===== config.mk =====
export PLATFORM = sky130hd
export DESIGN_NAME = sliding_window_flood_limiter
export DESIGN_NICKNAME = d
export VERILOG_FILES = /design/src/rtl/swfl_pkg.sv /design/src/rtl/sliding_window_flood_limiter.sv
export SDC_FILE = /design/constraint.sdc
export NUM_CORES = 2
export LEC_CHECK = 0
export ABC_AREA = 1
export CAP_MARGIN = 10
export CORE_MARGIN = 2
export CORE_UTILIZATION = 25
export CTS_CLUSTER_SIZE = 16
export DETAILED_ROUTE_END_ITERATION = 8
export DONT_BUFFER_PORTS = 1
export GPL_TIMING_DRIVEN = 0
export PLACE_DENSITY = 0.48
export SYNTH_ARGS = -nofsm -noshare
export SYNTH_HDL_FRONTEND = slang
export SYNTH_SLANG_ARGS = --single-unit
export TNS_END_PERCENT = 20

===== constraint.sdc =====
create_clock -name clk -period 5.5 [get_ports clk]
set_clock_uncertainty 0.2 [all_clocks]
set_input_delay 0.825 -clock clk [delete_from_list [all_inputs] [get_ports clk]]
set_output_delay 0.825 -clock clk [all_outputs]
set_load 0.02 [all_outputs]

===== src/rtl/swfl_pkg.sv =====
package swfl_pkg;

	// operation codes
	localparam logic [1:0] OP_TICK  = 2'd0;
	localparam logic [1:0] OP_MSG   = 2'd1;
	localparam logic [1:0] OP_CMD   = 2'd2;
	localparam logic [1:0] OP_OTHER = 2'd3;

	// verdict codes
	localparam logic [1:0] VERDICT_ACCEPT = 2'd0;
	localparam logic [1:0] VERDICT_FLOOD  = 2'd1;
	localparam logic [1:0] VERDICT_CLOSED = 2'd2;
	localparam logic [1:0] VERDICT_IDLE   = 2'd3;

	// register indexes, byte address is 4 * index
	localparam logic [2:0] REG_MSG_ENABLE    = 3'd0;
	localparam logic [2:0] REG_CMD_ENABLE    = 3'd1;
	localparam logic [2:0] REG_MSG_WINDOW    = 3'd2;
	localparam logic [2:0] REG_CMD_WINDOW    = 3'd3;
	localparam logic [2:0] REG_MAX_MSG_CHARS = 3'd4;
	localparam logic [2:0] REG_MAX_MSG_COUNT = 3'd5;
	localparam logic [2:0] REG_MAX_CMD_COUNT = 3'd6;
	localparam logic [2:0] REG_MAX_IDLE      = 3'd7;

	localparam int SIZE_W   = 32;
	localparam int COUNT_W  = 20;
	localparam int WINLEN_W = 5;

	localparam logic [SIZE_W-1:0]  SIZE_TOP  = '1;
	localparam logic [COUNT_W-1:0] COUNT_TOP = '1;

endpackage


===== src/rtl/sliding_window_flood_limiter.sv =====
// an accepted item waits in the input stage until its verdict is registered at the output
// throughput: one item per cycle unless a held verdict waits on result_ready; the running
//   total of each window takes one add or subtract per item; oldest bucket read from a single port
// reset: clears configuration, totals, occupancy, tick and activity counters and the
//   closed flag at once; the bucket stores are not cleared and need no clearing pass
module sliding_window_flood_limiter
	import swfl_pkg::*;
#(
	parameter int MAX_BUCKETS = 16
) (
	input  logic        clk,
	input  logic        arst_n,
	input  logic        psel,
	input  logic        penable,
	input  logic        pwrite,
	input  logic [4:0]  paddr,
	input  logic [31:0] pwdata,
	output logic [31:0] prdata,
	output logic        pready,
	input  logic        item_valid,
	output logic        item_ready,
	input  logic [1:0]  operation,
	input  logic [15:0] msg_length,
	input  logic        exempt,
	output logic        result_valid,
	input  logic        result_ready,
	output logic [1:0]  verdict
);

	// no window can span more buckets than the length registers can name
	localparam int WIN_MAX     = (1 << WINLEN_W) - 1;
	localparam int STORE_DEPTH = (MAX_BUCKETS < WIN_MAX) ? MAX_BUCKETS : WIN_MAX;
	localparam int IDX_W = (STORE_DEPTH > 1) ? $clog2(STORE_DEPTH) : 1;
	localparam int OCC_W = $clog2(MAX_BUCKETS + 1);
	localparam int SUM_W = OCC_W + 1;
	localparam int CMP_W = ((OCC_W > WINLEN_W) ? OCC_W : WINLEN_W) + 1;
	localparam logic [SUM_W-1:0] MAX_SUM = SUM_W'(STORE_DEPTH);
	localparam logic [CMP_W-1:0] MAX_CMP = CMP_W'(MAX_BUCKETS);
	localparam logic [IDX_W-1:0] LAST_IDX = IDX_W'(STORE_DEPTH - 1);

	// configuration
	logic                msg_enable_q;
	logic                cmd_enable_q;
	logic [WINLEN_W-1:0] msg_window_q;
	logic [WINLEN_W-1:0] cmd_window_q;
	logic [30:0]         max_msg_chars_q;
	logic [COUNT_W-1:0]  max_msg_count_q;
	logic [COUNT_W-1:0]  max_cmd_count_q;
	logic [30:0]         max_idle_q;

	// bucket stores; the front bucket lives in the accumulators until it is pushed back
	logic [SIZE_W-1:0]  size_mem  [STORE_DEPTH];
	logic [COUNT_W-1:0] mcnt_mem  [STORE_DEPTH];
	logic [COUNT_W-1:0] ccnt_mem  [STORE_DEPTH];

	logic [OCC_W-1:0]   msg_occ_q,   cmd_occ_q;
	logic [IDX_W-1:0]   msg_front_q, cmd_front_q;
	logic [SIZE_W-1:0]  size_acc_q;
	logic [COUNT_W-1:0] mcnt_acc_q,  ccnt_acc_q;
	logic [SIZE_W-1:0]  size_total_q;
	logic [COUNT_W-1:0] mcnt_total_q, ccnt_total_q;
	logic [31:0]        tick_now_q, last_activity_q;
	logic               closed_q;

	// input stage
	logic        valid_s1;
	logic [1:0]  operation_s1;
	logic [15:0] msg_length_s1;
	logic        exempt_s1;

	logic        result_valid_q;
	logic [1:0]  verdict_q;

	logic fire;
	logic cfg_write;

	logic [OCC_W-1:0]   n_msg_occ,   n_cmd_occ;
	logic [IDX_W-1:0]   n_msg_front, n_cmd_front;
	logic [SIZE_W-1:0]  n_size_acc;
	logic [COUNT_W-1:0] n_mcnt_acc,  n_ccnt_acc;
	logic [SIZE_W-1:0]  n_size_total;
	logic [COUNT_W-1:0] n_mcnt_total, n_ccnt_total;
	logic [31:0]        n_tick_now, n_last_activity;
	logic               n_closed;
	logic [1:0]         n_verdict;
	logic               msg_push, cmd_push;

	logic [CMP_W-1:0]   msg_lim, cmd_lim, msg_win_ext, cmd_win_ext;
	logic [SUM_W-1:0]   msg_old_sum, cmd_old_sum;
	logic [IDX_W-1:0]   msg_old_idx, cmd_old_idx;
	logic [SIZE_W-1:0]  old_size;
	logic [COUNT_W-1:0] old_mcnt, old_ccnt;
	logic [SIZE_W-1:0]  size_base;
	logic [COUNT_W-1:0] mcnt_base, ccnt_base;
	logic [SIZE_W:0]    size_sum;
	logic [SIZE_W-1:0]  size_add;
	logic [31:0]        idle_ticks;

	assign fire       = valid_s1 && (!result_valid_q || result_ready);
	assign item_ready = !valid_s1 || fire;
	assign result_valid = result_valid_q;
	assign verdict    = verdict_q;
	assign pready     = 1'b1;
	assign cfg_write  = psel && penable && pwrite;

	// window limits clipped to the store depth
	assign msg_win_ext = CMP_W'(msg_window_q);
	assign cmd_win_ext = CMP_W'(cmd_window_q);
	assign msg_lim = (msg_win_ext > MAX_CMP) ? MAX_CMP : msg_win_ext;
	assign cmd_lim = (cmd_win_ext > MAX_CMP) ? MAX_CMP : cmd_win_ext;

	// oldest bucket index, front + occupancy - 1 modulo depth
	assign msg_old_sum = SUM_W'(msg_front_q) + SUM_W'(msg_occ_q) - 1'b1;
	assign cmd_old_sum = SUM_W'(cmd_front_q) + SUM_W'(cmd_occ_q) - 1'b1;
	assign msg_old_idx = (msg_old_sum >= MAX_SUM) ? IDX_W'(msg_old_sum - MAX_SUM)
		: IDX_W'(msg_old_sum);
	assign cmd_old_idx = (cmd_old_sum >= MAX_SUM) ? IDX_W'(cmd_old_sum - MAX_SUM)
		: IDX_W'(cmd_old_sum);

	// with a single bucket the oldest one is the front accumulator
	assign old_size = (msg_occ_q == OCC_W'(1)) ? size_acc_q : size_mem[msg_old_idx];
	assign old_mcnt = (msg_occ_q == OCC_W'(1)) ? mcnt_acc_q : mcnt_mem[msg_old_idx];
	assign old_ccnt = (cmd_occ_q == OCC_W'(1)) ? ccnt_acc_q : ccnt_mem[cmd_old_idx];

	// an empty window opens a zero front bucket on use
	assign size_base = (msg_occ_q == '0) ? '0 : size_acc_q;
	assign mcnt_base = (msg_occ_q == '0) ? '0 : mcnt_acc_q;
	assign ccnt_base = (cmd_occ_q == '0) ? '0 : ccnt_acc_q;

	assign size_sum   = {1'b0, size_total_q} + (SIZE_W + 1)'(msg_length_s1);
	assign size_add   = size_sum[SIZE_W] ? (SIZE_TOP - size_total_q) : SIZE_W'(msg_length_s1);
	assign idle_ticks = tick_now_q - last_activity_q;

	always_comb begin
		n_msg_occ       = msg_occ_q;
		n_cmd_occ       = cmd_occ_q;
		n_msg_front     = msg_front_q;
		n_cmd_front     = cmd_front_q;
		n_size_acc      = size_acc_q;
		n_mcnt_acc      = mcnt_acc_q;
		n_ccnt_acc      = ccnt_acc_q;
		n_size_total    = size_total_q;
		n_mcnt_total    = mcnt_total_q;
		n_ccnt_total    = ccnt_total_q;
		n_tick_now      = tick_now_q;
		n_last_activity = last_activity_q;
		n_closed        = closed_q;
		n_verdict       = VERDICT_ACCEPT;
		msg_push        = 1'b0;
		cmd_push        = 1'b0;

		if (operation_s1 == OP_TICK) begin
			if (msg_enable_q) begin
				if (CMP_W'(msg_occ_q) + 1'b1 > msg_lim) begin
					if (msg_occ_q != '0) begin
						n_size_total = size_total_q - old_size;
						n_mcnt_total = mcnt_total_q - old_mcnt;
						msg_push = 1'b1;
					end
				end else begin
					n_msg_occ = msg_occ_q + 1'b1;
					msg_push = 1'b1;
				end
			end
			if (msg_push) begin
				n_msg_front = (msg_front_q == '0) ? LAST_IDX : msg_front_q - 1'b1;
				n_size_acc  = '0;
				n_mcnt_acc  = '0;
			end
			if (cmd_enable_q) begin
				if (CMP_W'(cmd_occ_q) + 1'b1 > cmd_lim) begin
					if (cmd_occ_q != '0) begin
						n_ccnt_total = ccnt_total_q - old_ccnt;
						cmd_push = 1'b1;
					end
				end else begin
					n_cmd_occ = cmd_occ_q + 1'b1;
					cmd_push = 1'b1;
				end
			end
			if (cmd_push) begin
				n_cmd_front = (cmd_front_q == '0) ? LAST_IDX : cmd_front_q - 1'b1;
				n_ccnt_acc  = '0;
			end
			if (!closed_q && idle_ticks > {1'b0, max_idle_q}) begin
				n_closed  = 1'b1;
				n_verdict = VERDICT_IDLE;
			end
			n_tick_now = tick_now_q + 1'b1;
		end else if (closed_q) begin
			n_verdict = VERDICT_CLOSED;
		end else begin
			n_last_activity = tick_now_q;
			if (operation_s1 == OP_MSG && msg_enable_q) begin
				if (msg_occ_q == '0) begin
					n_msg_occ = OCC_W'(1);
				end
				n_size_acc   = size_base + size_add;
				n_size_total = size_sum[SIZE_W] ? SIZE_TOP : SIZE_W'(size_sum);
				if (mcnt_total_q != COUNT_TOP) begin
					n_mcnt_acc   = mcnt_base + 1'b1;
					n_mcnt_total = mcnt_total_q + 1'b1;
				end else begin
					n_mcnt_acc   = mcnt_base;
				end
				if (n_size_total > {1'b0, max_msg_chars_q} || n_mcnt_total > max_msg_count_q) begin
					n_verdict = VERDICT_FLOOD;
				end
			end else if (operation_s1 == OP_CMD && cmd_enable_q) begin
				if (cmd_occ_q == '0) begin
					n_cmd_occ = OCC_W'(1);
				end
				if (!exempt_s1 && ccnt_total_q != COUNT_TOP) begin
					n_ccnt_acc   = ccnt_base + 1'b1;
					n_ccnt_total = ccnt_total_q + 1'b1;
				end else begin
					n_ccnt_acc   = ccnt_base;
				end
				if (n_ccnt_total > max_cmd_count_q) begin
					n_verdict = VERDICT_FLOOD;
				end
			end
		end
	end

	// front accumulator goes back into the store when a new front is pushed
	always_ff @(posedge clk) begin
		if (fire && msg_push) begin
			size_mem[msg_front_q] <= size_acc_q;
			mcnt_mem[msg_front_q] <= mcnt_acc_q;
		end
		if (fire && cmd_push) begin
			ccnt_mem[cmd_front_q] <= ccnt_acc_q;
		end
	end

	always_ff @(posedge clk) begin
		if (item_valid && item_ready) begin
			operation_s1  <= operation;
			msg_length_s1 <= msg_length;
			exempt_s1     <= exempt;
		end
		if (fire) begin
			verdict_q <= n_verdict;
		end
	end

	always_ff @(posedge clk or negedge arst_n) begin
		if (!arst_n) begin
			valid_s1        <= 1'b0;
			result_valid_q  <= 1'b0;
			msg_occ_q       <= '0;
			cmd_occ_q       <= '0;
			msg_front_q     <= '0;
			cmd_front_q     <= '0;
			size_acc_q      <= '0;
			mcnt_acc_q      <= '0;
			ccnt_acc_q      <= '0;
			size_total_q    <= '0;
			mcnt_total_q    <= '0;
			ccnt_total_q    <= '0;
			tick_now_q      <= '0;
			last_activity_q <= '0;
			closed_q        <= 1'b0;
		end else begin
			if (item_ready) begin
				valid_s1 <= item_valid;
			end
			if (fire) begin
				result_valid_q <= 1'b1;
			end else if (result_ready) begin
				result_valid_q <= 1'b0;
			end
			if (fire) begin
				msg_occ_q       <= n_msg_occ;
				cmd_occ_q       <= n_cmd_occ;
				msg_front_q     <= n_msg_front;
				cmd_front_q     <= n_cmd_front;
				size_acc_q      <= n_size_acc;
				mcnt_acc_q      <= n_mcnt_acc;
				ccnt_acc_q      <= n_ccnt_acc;
				size_total_q    <= n_size_total;
				mcnt_total_q    <= n_mcnt_total;
				ccnt_total_q    <= n_ccnt_total;
				tick_now_q      <= n_tick_now;
				last_activity_q <= n_last_activity;
				closed_q        <= n_closed;
			end
		end
	end

	always_ff @(posedge clk or negedge arst_n) begin
		if (!arst_n) begin
			msg_enable_q    <= 1'b0;
			cmd_enable_q    <= 1'b0;
			msg_window_q    <= '0;
			cmd_window_q    <= '0;
			max_msg_chars_q <= '0;
			max_msg_count_q <= '0;
			max_cmd_count_q <= '0;
			max_idle_q      <= '0;
		end else if (cfg_write) begin
			case (paddr[4:2])
				REG_MSG_ENABLE:    msg_enable_q    <= pwdata[0];
				REG_CMD_ENABLE:    cmd_enable_q    <= pwdata[0];
				REG_MSG_WINDOW:    msg_window_q    <= pwdata[WINLEN_W-1:0];
				REG_CMD_WINDOW:    cmd_window_q    <= pwdata[WINLEN_W-1:0];
				REG_MAX_MSG_CHARS: max_msg_chars_q <= pwdata[30:0];
				REG_MAX_MSG_COUNT: max_msg_count_q <= pwdata[COUNT_W-1:0];
				REG_MAX_CMD_COUNT: max_cmd_count_q <= pwdata[COUNT_W-1:0];
				REG_MAX_IDLE:      max_idle_q      <= pwdata[30:0];
				default: begin
				end
			endcase
		end
	end

	always_comb begin
		case (paddr[4:2])
			REG_MSG_ENABLE:    prdata = 32'(msg_enable_q);
			REG_CMD_ENABLE:    prdata = 32'(cmd_enable_q);
			REG_MSG_WINDOW:    prdata = 32'(msg_window_q);
			REG_CMD_WINDOW:    prdata = 32'(cmd_window_q);
			REG_MAX_MSG_CHARS: prdata = 32'(max_msg_chars_q);
			REG_MAX_MSG_COUNT: prdata = 32'(max_msg_count_q);
			REG_MAX_CMD_COUNT: prdata = 32'(max_cmd_count_q);
			REG_MAX_IDLE:      prdata = 32'(max_idle_q);
			default:           prdata = '0;
		endcase
	end

endmodule


==> metrics.txt <==
Die Ht 550 um; CTS tree yes; Worst slew margin 0.120; final hold viol count 343; area of the core 297000 sq um; Final Util 0.296; Slew @ Worst Pin 1.32 ns; Yosys warnings 0; global-route wire length before repair 404000 um; root buf cell clkbuf_16; DRT iter0 DRCs 5975; worst hold path class input pin to async pin; number of hold buffers added after cts 54; I/O pin count 100; area delta synth->final 17.9%; H-Tree Depth 4; final setup vio count 0; worst hold slack -0.491 ns; count leader, synth edfxtp_1; non-filler cells, final 11800; Critical Path Start msg_front_q[1]; final RePlAce weighted congestion 0.933; RSZ-0062 raised after global routing yes; R2R cell count 25; IO buf count 0; mapped cell area 74500 sq um; CP Launch Type register; clock latency on the worst-skew pair between 0.8 and 0.9 ns; initial antenna violation count 7; Die Area roughly 300000 sq um; Syn Inst Count approximately 7400; status finished with violations; Critical Path End Type register; Post-synth EDFFs around 1200; Crit Path Category register to register; total iterations of the first detailed-routing run 7; post-DP HPWL 201000 um; Synth Register Bits 1516; share of cells above drive strength 1 0.0894; post-synth top area share 0.473; fin crit period 5.36 ns; Initial Util 0.251; vias between 50000 and 60000; Slew Viols, Final 0; # placed instances 11400; Worst-path clk slew approximately 0.06 ns; num rows 200; dominant cells by area after synthesis edfxtp_1 47%, dfrtp_1 12%, o21ai_0 6.7%; Post-route DRC 0; Die W ~550 um; critical path data required time 6.01 ns; Avg WL per Cell roughly 24 um; f_max 186 MHz; syn avg cell area roughly 10 sq um; Post-synth ARST share 0.226; sinks on the clock net between 1500 and 2000; CP Max Fanout 10; register area share after synthesis 0.588; total grt overflow 0; arrival time worst endpoint about 5.9 ns; Via-to-Cell Ratio 5.01; Synth area leader edfxtp_1; GRT Total Usage 0.180; largest net degree at the start of global routing approximately 340; Top FF cell, synth edfxtp_1; reg2reg start msg_front_q[1]; commonest cells in the synthesized netlist 1173 x edfxtp_1, 1000 x o21ai_0, 994 x nor2_1, 964 x nand2_1, 608 x inv_1; TritonCTS Buffers around 180; Detail Route Antenna Nets 0; crit share post-route 0.975; Detailed Route WL 279000 um; vias in the first global route about 60000; total of max-cap violations 0; clk buf depth 4; violations in the final reports negative hold slack; Yosys cell types 69; Layout Nets approximately 8100
-- flip-flops by register name, indices dropped and copies added, names as in the netlist, 16 cells and up --
| name | flops |
|---|---|
| ccnt_acc_q | 20 |
| ccnt_mem | 320 |
| ccnt_total_q | 20 |
| last_activity_q | 32 |
| max_cmd_count_q | 20 |
| max_idle_q | 31 |
| max_msg_chars_q | 31 |
| max_msg_count_q | 20 |
| mcnt_acc_q | 20 |
| mcnt_mem | 320 |
| mcnt_total_q | 20 |
| msg_length_s1 | 16 |
| size_acc_q | 32 |
| size_mem | 512 |
| size_total_q | 32 |
| tick_now_q | 32 |
-- repair_timing --
action	4_1_cts	5_1_grt
buffers inserted	11	3
pin swaps	9	21
resized for setup	215	254
endpoints found under the setup margin	82	64
endpoints found under the hold margin	472	343
-- path summary, 6_finish.rpt --
path / end / slack (ns)
setup / recovery: mcnt_total_q[12] / 0.14
hold reg to reg: last_activity_q[1] / 0.28
setup reg to reg: mcnt_total_q[12] / 0.14
hold / removal: cmd_front_q[3] / -0.49
max in group asynchronous: mcnt_acc_q[3] / 4.91
min in group clk: max_cmd_count_q[0] / 0.09
-- logic make-up (layout without fill, tap and decap cells) --
group | after synthesis | after routing | share of synthesized area
other | 2 | 24 | 0.000101
buffers and inverters | 964 | 1379 | 0.0498
xor gates and xnor gates | 177 | 177 | 0.0211
AOI/OAI and AO/OA | 1923 | 1923 | 0.150
muxes | 1 | 1 | 0.000151
DFF | 1516 | 1516 | 0.588
and+or+nand+nor | 2533 | 2533 | 0.141
adders and majority gates | 294 | 294 | 0.0502
-- routing by layer --
metal  vias to the layer above  global-route usage  wire, um
li1                      27000                   -         -
met1                     29400               0.239    120000
met2                      2176               0.297    131000
met3                       479              0.0278     18500
met4                         4              0.0642     10200
met5                         -                   0        27
-- critical path, cell delays in order (launching register included) --
cell	delay, ns
dfrtp_1	0.39
inv_1	0.11
ha_1	0.29
inv_1	0.04
ha_1	0.30
buf_2	0.21
inv_1	0.13
buf_6	0.20
buf_6	0.24
clkbuf_4	0.28
o21ai_0	0.11
o221ai_1	0.19
nand3_1	0.16
o211ai_1	0.12
o21ai_0	0.27
ha_1	0.47
a21oi_1	0.20
o21ai_0	0.13
nand2_1	0.08
o211ai_1	0.15
a31oi_2	0.32
o21ai_0	0.16
xnor2_1	0.31
nand2_1	0.08
nand2_1	0.09
nand2_1	0.05
-- layout make-up --
type / instances / area (sq um)
sequential: 1516 / 43800
fill: 30900 / 209000
inverter: 617 / 2320
antenna: 7 / 17.5
multi-input combinational: 4945 / 27900
tap: 3939 / 4930
clock inverter: 83 / 831
clock buffer: 226 / 4740
buffer: 343 / 1790
timing repair buffer: 110 / 1610
-- through the flow --
stage	area [sq um]	setup WS [ns]	setup TNS [ns]
floorplan	74600	0.696	0
global placement	79500	-3.37	-2600.09
detailed placement	80600	-2.19	-85.71
CTS	87300	-0.0386	-0.0386
global route	87900	-0.0717	-0.279
finish	87900	0.136	0
-- cells in the final DEF (no fill, tap or decap), drive strengths merged, types with 60 or more instances in the layout --
| cell type | netlist | layout |
|---|---|---|
| edfxtp | 1173 | 1173 |
| o21ai | 1018 | 1018 |
| nor2 | 1000 | 1000 |
| nand2 | 968 | 968 |
| inv | 615 | 622 |
| clkbuf | 266 | 484 |
| nand3 | 344 | 344 |
| dfrtp | 343 | 343 |
| a21oi | 342 | 342 |
| ha | 286 | 286 |
| o221ai | 196 | 196 |
| o22ai | 146 | 146 |
| buf | 81 | 141 |
| xor2 | 135 | 135 |
| nor3 | 80 | 80 |
| o211ai | 79 | 79 |
| nand4 | 75 | 75 |
| clkinv | 2 | 60 |
Power is left out: the tool's default activity adds up to more than one toggle a clock period on the data nets, which glitch-free logic cannot reach.
